### src/sv/adq_pkg.sv
// ----------------------------------------------------------------------------
// adq_pkg - shared types for the aging double-ended queue
// Command and status codes, and the flag group that the entry store reports.
// ----------------------------------------------------------------------------
package adq_pkg;

	typedef enum logic [2:0] {
		CMD_PUSH_FRONT = 3'd0,
		CMD_PUSH_REAR  = 3'd1,
		CMD_POP_FRONT  = 3'd2,
		CMD_POP_REAR   = 3'd3,
		CMD_TICK       = 3'd4
	} cmd_t;

	typedef enum logic [1:0] {
		ST_OK    = 2'd0,
		ST_OVER  = 2'd1,
		ST_UNDER = 2'd2
	} status_t;

	// occupancy flags of the entry store
	typedef struct packed {
		logic full;
		logic empty;
	} store_flags_t;

endpackage

### src/sv/adq_store.sv
// ----------------------------------------------------------------------------
// adq_store - entry store of the aging double-ended queue
// Entries sit in a shift line with the front at position 0; pushes and pops
// at the front shift the line, rear accesses use the count. Every entry has
// its own saturating wait counter.
// ----------------------------------------------------------------------------
module adq_store #(
	parameter int DEPTH     = 16,
	parameter int WAIT_BITS = 16,
	localparam int CW       = $clog2(DEPTH + 1),
	localparam int IW       = $clog2(DEPTH)
) (
	input  logic                  clk,
	input  logic                  arst_n,
	input  logic                  upd,
	input  adq_pkg::cmd_t         cmd,
	input  logic signed [31:0]    data_value,
	output logic [CW-1:0]         count,
	output adq_pkg::store_flags_t flags,
	output logic signed [31:0]    front_value,
	output logic [WAIT_BITS-1:0]  front_wait,
	output logic signed [31:0]    rear_value,
	output logic [WAIT_BITS-1:0]  rear_wait
);

	logic signed [31:0]   val_q  [DEPTH];
	logic [WAIT_BITS-1:0] wait_q [DEPTH];
	logic [CW-1:0]        count_q;
	logic [CW-1:0]        last;
	logic                 full, empty;
	logic                 do_pf, do_pr, do_qf, do_qr, do_tick;

	assign full  = (count_q == CW'(DEPTH));
	assign empty = (count_q == '0);

	assign do_pf   = upd && (cmd == adq_pkg::CMD_PUSH_FRONT) && !full;
	assign do_pr   = upd && (cmd == adq_pkg::CMD_PUSH_REAR)  && !full;
	assign do_qf   = upd && (cmd == adq_pkg::CMD_POP_FRONT)  && !empty;
	assign do_qr   = upd && (cmd == adq_pkg::CMD_POP_REAR)   && !empty;
	assign do_tick = upd && (cmd == adq_pkg::CMD_TICK);

	genvar i;
	generate
		for (i = 0; i < DEPTH; i++) begin : g_entry
			logic signed [31:0]   val_prev, val_next;
			logic [WAIT_BITS-1:0] wait_prev, wait_next;

			if (i == 0) begin : g_head
				assign val_prev  = data_value;
				assign wait_prev = '0;
			end else begin : g_body
				assign val_prev  = val_q[i-1];
				assign wait_prev = wait_q[i-1];
			end

			if (i == DEPTH - 1) begin : g_tail
				assign val_next  = val_q[i];
				assign wait_next = wait_q[i];
			end else begin : g_mid
				assign val_next  = val_q[i+1];
				assign wait_next = wait_q[i+1];
			end

			always_ff @(posedge clk) begin
				if (do_pf) begin
					val_q[i]  <= val_prev;
					wait_q[i] <= wait_prev;
				end else if (do_qf) begin
					val_q[i]  <= val_next;
					wait_q[i] <= wait_next;
				end else if (do_pr && (count_q[IW-1:0] == IW'(i))) begin
					val_q[i]  <= data_value;
					wait_q[i] <= '0;
				end else if (do_tick && (wait_q[i] != '1)) begin
					wait_q[i] <= wait_q[i] + WAIT_BITS'(1);
				end
			end
		end
	endgenerate

	always_ff @(posedge clk or negedge arst_n) begin
		if (!arst_n) begin
			count_q <= '0;
		end else if (do_pf || do_pr) begin
			count_q <= count_q + CW'(1);
		end else if (do_qf || do_qr) begin
			count_q <= count_q - CW'(1);
		end
	end

	assign last        = count_q - CW'(1);
	assign count       = count_q;
	assign flags.full  = full;
	assign flags.empty = empty;
	assign front_value = empty ? '0 : val_q[0];
	assign front_wait  = empty ? '0 : wait_q[0];
	assign rear_value  = empty ? '0 : val_q[last[IW-1:0]];
	assign rear_wait   = empty ? '0 : wait_q[last[IW-1:0]];

endmodule

### src/sv/aging_double_ended_queue.sv
// ----------------------------------------------------------------------------
// aging_double_ended_queue - bounded deque of signed 32-bit values with ageing
// Push and pop at either end, plus a tick that ages every held entry.
// ----------------------------------------------------------------------------
// One command beat in gives one result beat out, after it has passed stage 1,
// stage 2 and the result register. A new command is taken every cycle: the
// only loop is the update of the entry store and its count, so the
// sustained rate is one beat per cycle while m_tready stays high. A stall on
// the output side freezes the whole pipe, and s_tready drops with it. Holds
// up to DEPTH entries; wait counters are WAIT_BITS wide and saturate. Push
// when full reports overflow, pop when empty reports underflow, and in both
// cases the queue is left as it was. Unknown command codes change nothing and
// report the current contents. A lone entry is both front and rear; an empty
// queue reports zero values and waits. No clearing pass is needed after
// reset: only held entries are ever read.
// ----------------------------------------------------------------------------
module aging_double_ended_queue #(
	parameter int DEPTH     = 16,
	parameter int WAIT_BITS = 16
) (
	input  logic         clk,
	input  logic         arst_n,
	// command side
	input  logic         s_tvalid,
	output logic         s_tready,
	input  logic [39:0]  s_tdata,   // cmd[2:0], data_value[34:3], zero pad
	// result side
	output logic         m_tvalid,
	input  logic         m_tready,
	output logic [103:0] m_tdata    // status[1:0], entry_total[6:2], is_empty[7],
	                                // front_value[39:8], front_wait[55:40],
	                                // rear_value[87:56], rear_wait[103:88]
);

	localparam int CW = $clog2(DEPTH + 1);

	// pipe advances when the result register is free or being drained
	logic                  advance;

	// stage 1: accepted command
	logic                  valid_s1;
	adq_pkg::cmd_t         cmd_s1;
	logic signed [31:0]    data_s1;

	// stage 2: store already updated, status waiting for the report
	logic                  valid_s2;
	adq_pkg::status_t      status_s2;

	// result register
	logic                  m_tvalid_q;
	adq_pkg::status_t      status_q;
	logic [CW-1:0]         total_q;
	logic signed [31:0]    front_value_q, rear_value_q;
	logic [WAIT_BITS-1:0]  front_wait_q, rear_wait_q;

	// store view
	logic                  upd;
	logic [CW-1:0]         count_w;
	adq_pkg::store_flags_t flags_w;
	logic signed [31:0]    front_value_w, rear_value_w;
	logic [WAIT_BITS-1:0]  front_wait_w, rear_wait_w;
	adq_pkg::status_t      status_w;

	// fixed-width views of the result fields
	logic [CW+4:0]         total_ext;
	logic [WAIT_BITS+15:0] front_wait_ext, rear_wait_ext;

	assign advance  = !m_tvalid_q || m_tready;
	assign s_tready = advance;
	assign upd      = advance && valid_s1;

	always_ff @(posedge clk or negedge arst_n) begin
		if (!arst_n) begin
			valid_s1 <= 1'b0;
		end else if (advance) begin
			valid_s1 <= s_tvalid;
		end
	end

	always_ff @(posedge clk) begin
		if (advance && s_tvalid) begin
			cmd_s1  <= adq_pkg::cmd_t'(s_tdata[2:0]);
			data_s1 <= s_tdata[34:3];
		end
	end

	adq_store #(
		.DEPTH     (DEPTH),
		.WAIT_BITS (WAIT_BITS)
	) u_store (
		.clk         (clk),
		.arst_n      (arst_n),
		.upd         (upd),
		.cmd         (cmd_s1),
		.data_value  (data_s1),
		.count       (count_w),
		.flags       (flags_w),
		.front_value (front_value_w),
		.front_wait  (front_wait_w),
		.rear_value  (rear_value_w),
		.rear_wait   (rear_wait_w)
	);

	// status from occupancy before the update
	always_comb begin
		status_w = adq_pkg::ST_OK;
		case (cmd_s1) inside
			adq_pkg::CMD_PUSH_FRONT, adq_pkg::CMD_PUSH_REAR: begin
				if (flags_w.full) status_w = adq_pkg::ST_OVER;
			end
			adq_pkg::CMD_POP_FRONT, adq_pkg::CMD_POP_REAR: begin
				if (flags_w.empty) status_w = adq_pkg::ST_UNDER;
			end
			default: status_w = adq_pkg::ST_OK;
		endcase
	end

	always_ff @(posedge clk or negedge arst_n) begin
		if (!arst_n) begin
			valid_s2   <= 1'b0;
			m_tvalid_q <= 1'b0;
		end else if (advance) begin
			valid_s2   <= valid_s1;
			m_tvalid_q <= valid_s2;
		end
	end

	always_ff @(posedge clk) begin
		if (upd) begin
			status_s2 <= status_w;
		end
	end

	// the store now shows the state left by the beat in stage 2
	always_ff @(posedge clk) begin
		if (advance && valid_s2) begin
			status_q      <= status_s2;
			total_q       <= count_w;
			front_value_q <= front_value_w;
			front_wait_q  <= front_wait_w;
			rear_value_q  <= rear_value_w;
			rear_wait_q   <= rear_wait_w;
		end
	end

	assign total_ext      = {5'd0, total_q};
	assign front_wait_ext = {16'd0, front_wait_q};
	assign rear_wait_ext  = {16'd0, rear_wait_q};

	assign m_tvalid = m_tvalid_q;
	assign m_tdata  = {rear_wait_ext[15:0], rear_value_q,
	                   front_wait_ext[15:0], front_value_q,
	                   (total_q == '0), total_ext[4:0], status_q};

`ifndef ASSERT_OFF
	a_count_bound: assert property (@(posedge clk) disable iff (!arst_n)
		count_w <= CW'(DEPTH))
		else $error("entry count above depth");

	a_push_grows: assert property (@(posedge clk) disable iff (!arst_n)
		(upd && !flags_w.full && (cmd_s1 == adq_pkg::CMD_PUSH_FRONT ||
		 cmd_s1 == adq_pkg::CMD_PUSH_REAR))
		|=> count_w == $past(count_w) + CW'(1))
		else $error("accepted push did not grow the count");

	a_over_full: assert property (@(posedge clk) disable iff (!arst_n)
		(m_tvalid_q && status_q == adq_pkg::ST_OVER) |-> total_q == CW'(DEPTH))
		else $error("overflow reported on a queue that is not full");

	a_under_empty: assert property (@(posedge clk) disable iff (!arst_n)
		(m_tvalid_q && status_q == adq_pkg::ST_UNDER) |-> total_q == '0)
		else $error("underflow reported on a queue that is not empty");
`endif

endmodule

### config.mk
export PLATFORM = sky130hd
export DESIGN_NAME = aging_double_ended_queue
export DESIGN_NICKNAME = d
export VERILOG_FILES = /design/src/sv/adq_pkg.sv /design/src/sv/adq_store.sv /design/src/sv/aging_double_ended_queue.sv
export SDC_FILE = /design/constraint.sdc
export NUM_CORES = 2
export LEC_CHECK = 0
export ABC_AREA = 1
export BUFFER_PORTS_ARGS = -buffer_cell sky130_fd_sc_hd__buf_4
export CAP_MARGIN = 20
export CORE_UTILIZATION = 40
export CTS_BUF_LIST = sky130_fd_sc_hd__clkbuf_16
export DETAILED_ROUTE_END_ITERATION = 10
export PLACE_DENSITY_LB_ADDON = 0.2
export SYNTH_ARGS = -nofsm -noshare
export SYNTH_HDL_FRONTEND = slang
export SYNTH_SLANG_ARGS = --single-unit
### constraint.sdc
create_clock -name clk -period 5.5 [get_ports clk]
set_input_delay 1.1 -clock clk [delete_from_list [all_inputs] [get_ports clk]]
set_output_delay 1.1 -clock clk [all_outputs]
set_load 0.05 [all_outputs]
; Yosys cells after proc, flatten, opt, wreduce, memory -nomap -nowiden
; Memories as Yosys holds them, arrays and structs flattened. A register that Yosys moved wholly into a read port is not among the register bits.
; Cells that the tools add are included.
[totals]
regBits = 100
ram_bits = 768
input_bits = 44
n_memories = 2
[mem_list]
columns = name, depth, width, read_ports, rd_clocked_by_memory_dff, write_ports, line
row1 = u_store.val_q, 16, 32, 17, 1, 16, adq_store.sv:26  ; logic signed [31:0] val_q [DEPTH];
row2 = u_store.wait_q, 16, 16, 17, 1, 16, adq_store.sv:27  ; logic [WAIT_BITS-1:0] wait_q [DEPTH];
[op_classes]
addsub = 18
eq_ne = 36
muxes = 235
bitwise_logic = 80
reduce_logical = 57
[ops]
columns = operator, n
row1 = 32-bit 2-to-1 mux, 32
row2 = 16-bit 2-to-1 mux, 48
row3 = 16-bit by 1-bit adder with 16-bit output (second input constant), 16
row4 = 16-bit != test (second input constant), 16
row5 = 1-bit 2-to-1 mux, 150
row6 = 1-bit OR, 80
row7 = 1-bit logical AND, 44
row8 = 4-bit == test (second input constant), 8
row9 = 4-bit by 3-bit == test with 1-bit output (second input constant), 4
row10 = 5-bit logical NOT, 2
row11 = 5-bit 2-to-1 mux, 2
row12 = 4-bit by 2-bit == test with 1-bit output (second input constant), 2
row13 = 3-bit by 2-bit == test with 1-bit output (second input constant), 2
row14 = 2-bit 2-to-1 mux, 3
row15 = 5-bit by 1-bit adder with 5-bit output (second input constant), 1
row16 = 5-bit == test (second input constant), 1
row17 = 5-bit by 1-bit subtractor with 5-bit output (second input constant), 1
row18 = 4-bit by 1-bit == test with 1-bit output (second input constant), 1
row19 = 4-bit logical NOT, 1
row20 = 2-bit OR reduction, 2
row21 = 3-bit by 1-bit == test with 1-bit output (second input constant), 1
row22 = 3-bit == test (second input constant), 1
row23 = 1-bit logical NOT, 3
row24 = 3-bit logical NOT, 1
row25 = other kinds (2), 4

; Logic depth before layout (Yosys ltp)
[depth]
depth_word = 12
depth_mapped = 15
depth_no_buf = 10

; Cells and area by module
; From an unflattened synthesis, not the netlist that was laid out.
[unflattened]
hier_cells = 7299
hier_area_um2 = 56782.0
[by_module_without_submodules]
columns = mod, instances, cells_per_inst, area_per_inst_um2
row1 = adq_store, 1, 7132, 52404.0
row2 = aging_double_ended_queue, 1, 167, 4377.9

; Least setup slack after synthesis
; Ideal clock, no wire load.
[synth_timing]
kind = in2reg
from = input port m_tready
to = register front_value_q[0] (read register of u_store.val_q) (enable)
setup_time_ns = 0.598
arrival_time_ns = 6.133
setup_slack_ns = -1.231
stages = 2
path_cell_list = inv_1 > a21oi_1
[synth_between]
elab_chain_cells = 2
[synth_lines]
columns = element, line
row1 = start: declaration, aging_double_ended_queue.sv:29  ; input logic m_tready,
row2 = 1-bit logical OR, aging_double_ended_queue.sv:68  ; assign advance = !m_tvalid_q || m_tready;
row3 = 1-bit logical AND, aging_double_ended_queue.sv:136  ; if (advance && valid_s2) begin
row4 = end: declaration, aging_double_ended_queue.sv:53  ; logic signed [31:0] front_value_q, rear_value_q;
; No other way between the ends.
; A chain may end at the register's enable or synchronous reset.

==> results list <==
- Main area contributors after synthesis: sky130_fd_sc_hd__edfxtp_1, sky130_fd_sc_hd__nand2_1, sky130_fd_sc_hd__o21ai_0
* Clock slew seen by the registers of the worst setup and hold paths: 0.06 ns
* Shortest clock period the worst path allows after layout: 4.680 ns
* Total of cells resized after clock tree synthesis: 0
* Worst-case setup margin in the final layout: 0.8203 ns
* Post-detailed-routing wire length: 198700 µm
- Area share of xor/xnor cells in the synthesized design: 0.02226
* H-tree level count: 3
- Number of flops mapped to enable cells by yosys: 908
- From synthesis to final layout, the design area changed by 10.31%.
- The critical path contains buffers and inverters numbering 2 combined.
* Width of the die: 379.5 µm
- The first global-routing pass estimated 299700 µm of wire.
- Cell type with the highest aggregate area in the netlist: sky130_fd_sc_hd__edfxtp_1
- In this run the static leakage power is 26.25 nW.
* Max Buffers Root-to-Sink: 3
- Cell at the root of the clock tree: sky130_fd_sc_hd__clkbuf_16
* Final-stage net count: 7104
* FF-to-FF Start: u_store.count[0]$_DFFE_PN0P_
- Count of TritonRoute iterations in the first routing pass: 8
- Maximum number of pins on one net before global-route repair: 253
- The kind of cell with the highest combined delay along the critical path is simple AND/OR/NAND/NOR gates.
* Fmax: 0.2137 GHz
- Summed over all layers, the global routing overflow is 0.
* Die outline area: 144000 µm²
- In this run the cell area of the synthesized design comes to 56990 µm².
* Most used flip-flop cell after synthesis: sky130_fd_sc_hd__edfxtp_1
- Worst Clk Skew: 0.06650 ns
- The floorplan has 138 rows.
* Residual DRC: 0
* Delay of the slowest cell on the worst path: 1.04 ns
* HP Class: in -> async
* Num CTS Buffers: 106
* Synth Area in Compound Gates: 0.1658
* Final core area utilization: 0.4446
- In the post-synthesis netlist, the cell with the most instances is sky130_fd_sc_hd__nand2_1.
* Clock tree from TritonCTS: yes
* Setup violators final: 0
- Setup repair after global routing missed its margin: false
- Ranked by instance count, the synthesized netlist is headed by sky130_fd_sc_hd__nand2_1, sky130_fd_sc_hd__edfxtp_1, sky130_fd_sc_hd__o21ai_0.
- The number of endpoints with negative hold slack in the final report was 0.
- Final ANT Viol Nets: 0
* Final Max Slew Viols: 0
- For this design, the CTS-stage hold fixing added 0 buffers.
* Number of top-level design ports: 150
- Walking the worst path, the cells encountered are inv_4, ha_4, nand3_4, nand2_4, nand2_1, inv_2, nand3_1.
* Startpoint of the most critical setup path: u_store.count[0]$_DFFE_PN0P_
- The flow ran to the end, and the final reports show no timing, DRC or antenna violations.
- Post-CTS setup-driven buffer insertion count: 0
- Routed WL per cell: 22.03 µm
- Overall power consumption: 0.03127 W
- The die is 379.5 µm tall.
- Measured against its own limit, the worst slew margin works out to 0.1580.
- Critical Setup Path Class: reg -> reg
- Of the cells placed in the final design, the portion with a size suffix greater than 1 is 0.06690.
- Post-Syn Instances: 7206
* Sum Neg Setup Slack: 0 ns
- Data arrival time of the worst path: 4.83 ns
* Buffers added on ports: 144
* Yosys Warn Count: 0
- At the later pin of the worst-skew pair, clock insertion delay measures 0.76 ns.
- Adder and majority cell fraction of the synthesized area: 0.004611
- Once detailed placement completed, the half-perimeter wirelength came to 128300 µm.
- The number of placed instances, taps included, is 8820.
- For this block, the initial DRC count from the detailed router was 5968.
- The synthesized netlist contains 39 unique library cells.
* Seq/Total Area, Yosys: 0.4820
* Post-synthesis mux area share: 0
* Top cell type's share of synthesized area: 0.4785
- In the global route stage, overall resource usage came out at 0.2731.
- DR vias: 51792
- Final std cells w/o fill: 9021
- VDD sags by at most 0.0004539 V.
- Simple-Gate Fraction of Synth Area: 0.2425
* Post-Synthesis Mean Instance Area: 7.908 µm²
- Transition at the pin with the smallest max-transition slack: 1.263 ns
- Worst setup EP type: flop
- Area inside the core boundary: 141400 µm²
* Initial Utilization: 0.4030
* Startpoint Class: flop
- Data on the critical path is required at its endpoint by 5.65 ns.
- Number of antenna violations at the first check in global routing: 2
* Routability congestion estimate: 0.9576
- The number of global-route vias before repair was 48470.
- Of all flip-flops after synthesis, the portion carrying an async set or reset was 0.008734.
- Pwr dens: 497.4 nW/µm²
- Maximum Capacitance Violations: 0
- Counting every sink on the clock net gives 916.
- Worst setup slack before clock tree synthesis: 0.9032 ns
- By area, the combinational part of the netlist is dominated by simple AND/OR/NAND/NOR gates.
- Post-synthesis sequential element count: 916
- In this run the worst path has a maximum fanout of 28.
* Post-route clock period utilization: 0.8509
- In the routed layout, each cell is associated on average with a via count of 5.741.
* Syn nets: 7271
* Cell with the biggest individual delay on the critical path: sky130_fd_sc_hd__nand3_1
==> layer usage <==
| layer | up-vias | track usage | wire (µm) |
|---|---|---|---|
| li1 | 24376 | - | - |
| met1 | 24814 | 0.3788 | 85190 |
| met2 | 2250 | 0.4365 | 91280 |
| met3 | 352 | 0.03132 | 14610 |
| met4 | 0 | 0.1029 | 7673 |
| met5 | - | 0 | 0 |
==> power by group <==
| part | internal [W] | switching [W] | total [W] |
|---|---|---|---|
| Clock | 0.00399 | 0.00317 | 0.00715 |
| Sequential | 0.00930 | 0.000889 | 0.0102 |
| Combinational | 0.00368 | 0.0103 | 0.0139 |
| Total | 0.0170 | 0.0143 | 0.0313 |
==> flip-flops by register name (all words and copies together), names as in the netlist <==
signal          count
u_store.count       5
rear_wait_q        16
total_q             5
status_s2           2
rear_value_q       32
valid_s1            1
front_wait_q       16
valid_s2            1
u_store.val_q     512
status_q            2
data_s1            32
cmd_s1              3
front_value_q      32
u_store.wait_q    256
m_tvalid            1
==> metrics by stage <==
stage	instance area [µm²]	hold slack (ns)
floorplan	56990	0.4003
global placement	59410	0.4050
detailed placement	59410	0.4052
CTS	62850	0.1516
global route	62860	0.1676
finish	62870	0.1873
==> cells by family (layout without fill, tap and decap cells) <==
logic type | Yosys count | in the layout
AO/OA/AOI/OAI | 1617 | 1617
XOR/XNOR | 144 | 144
adder cells (fa/ha/maj) | 21 | 21
buffers and inverters | 1171 | 1095
flip-flops | 916 | 916
other | 0 | 1
AND/OR/NAND/NOR | 3337 | 3337
==> path summary, 6_finish.rpt <==
| path | end | slack, ns | cells past startpoint |
|---|---|---|---|
| worst max-delay path | u_store.wait_q[6][11]$_DFFE_PP_ | 0.82 | 7 |
| worst min-delay path | u_store.count[0]$_DFFE_PN0P_ | 0.19 | 1 |
| worst max register to register | u_store.wait_q[6][11]$_DFFE_PP_ | 0.82 | 7 |
| worst min register to register | status_q[1]$_DFFE_PP_ | 0.42 | 0 |
| max in group asynchronous | u_store.count[0]$_DFFE_PN0P_ | 5.14 | 1 |
| min in group clk | status_q[1]$_DFFE_PP_ | 0.42 | 0 |
==> area by class of cell <==
class | instances | area (µm²)
multi-input cells | 5119 | 25010
clock inverters | 93 | 790.8
inverters | 653 | 2461
clock buffers | 106 | 2653
well taps | 1890 | 2365
flip-flops and latches | 916 | 27470
repair buffers | 243 | 2116
diodes | 1 | 2.502
fillers | 14103 | 78550
==> placed cells by master, fill, tap and decap left out, drive strengths merged, types with 42 or more instances in the layout <==
cell type  instances
nor3              42
a31oi             97
buf              243
clkbuf           106
inv              679
nor2             440
clkinv            54
nand2           2075
nand3            695
edfxtp           908
xor2             136
o211ai           478
o21ai            902
nand4             58
a21oi            133
(Power assumes the default switching activity.)
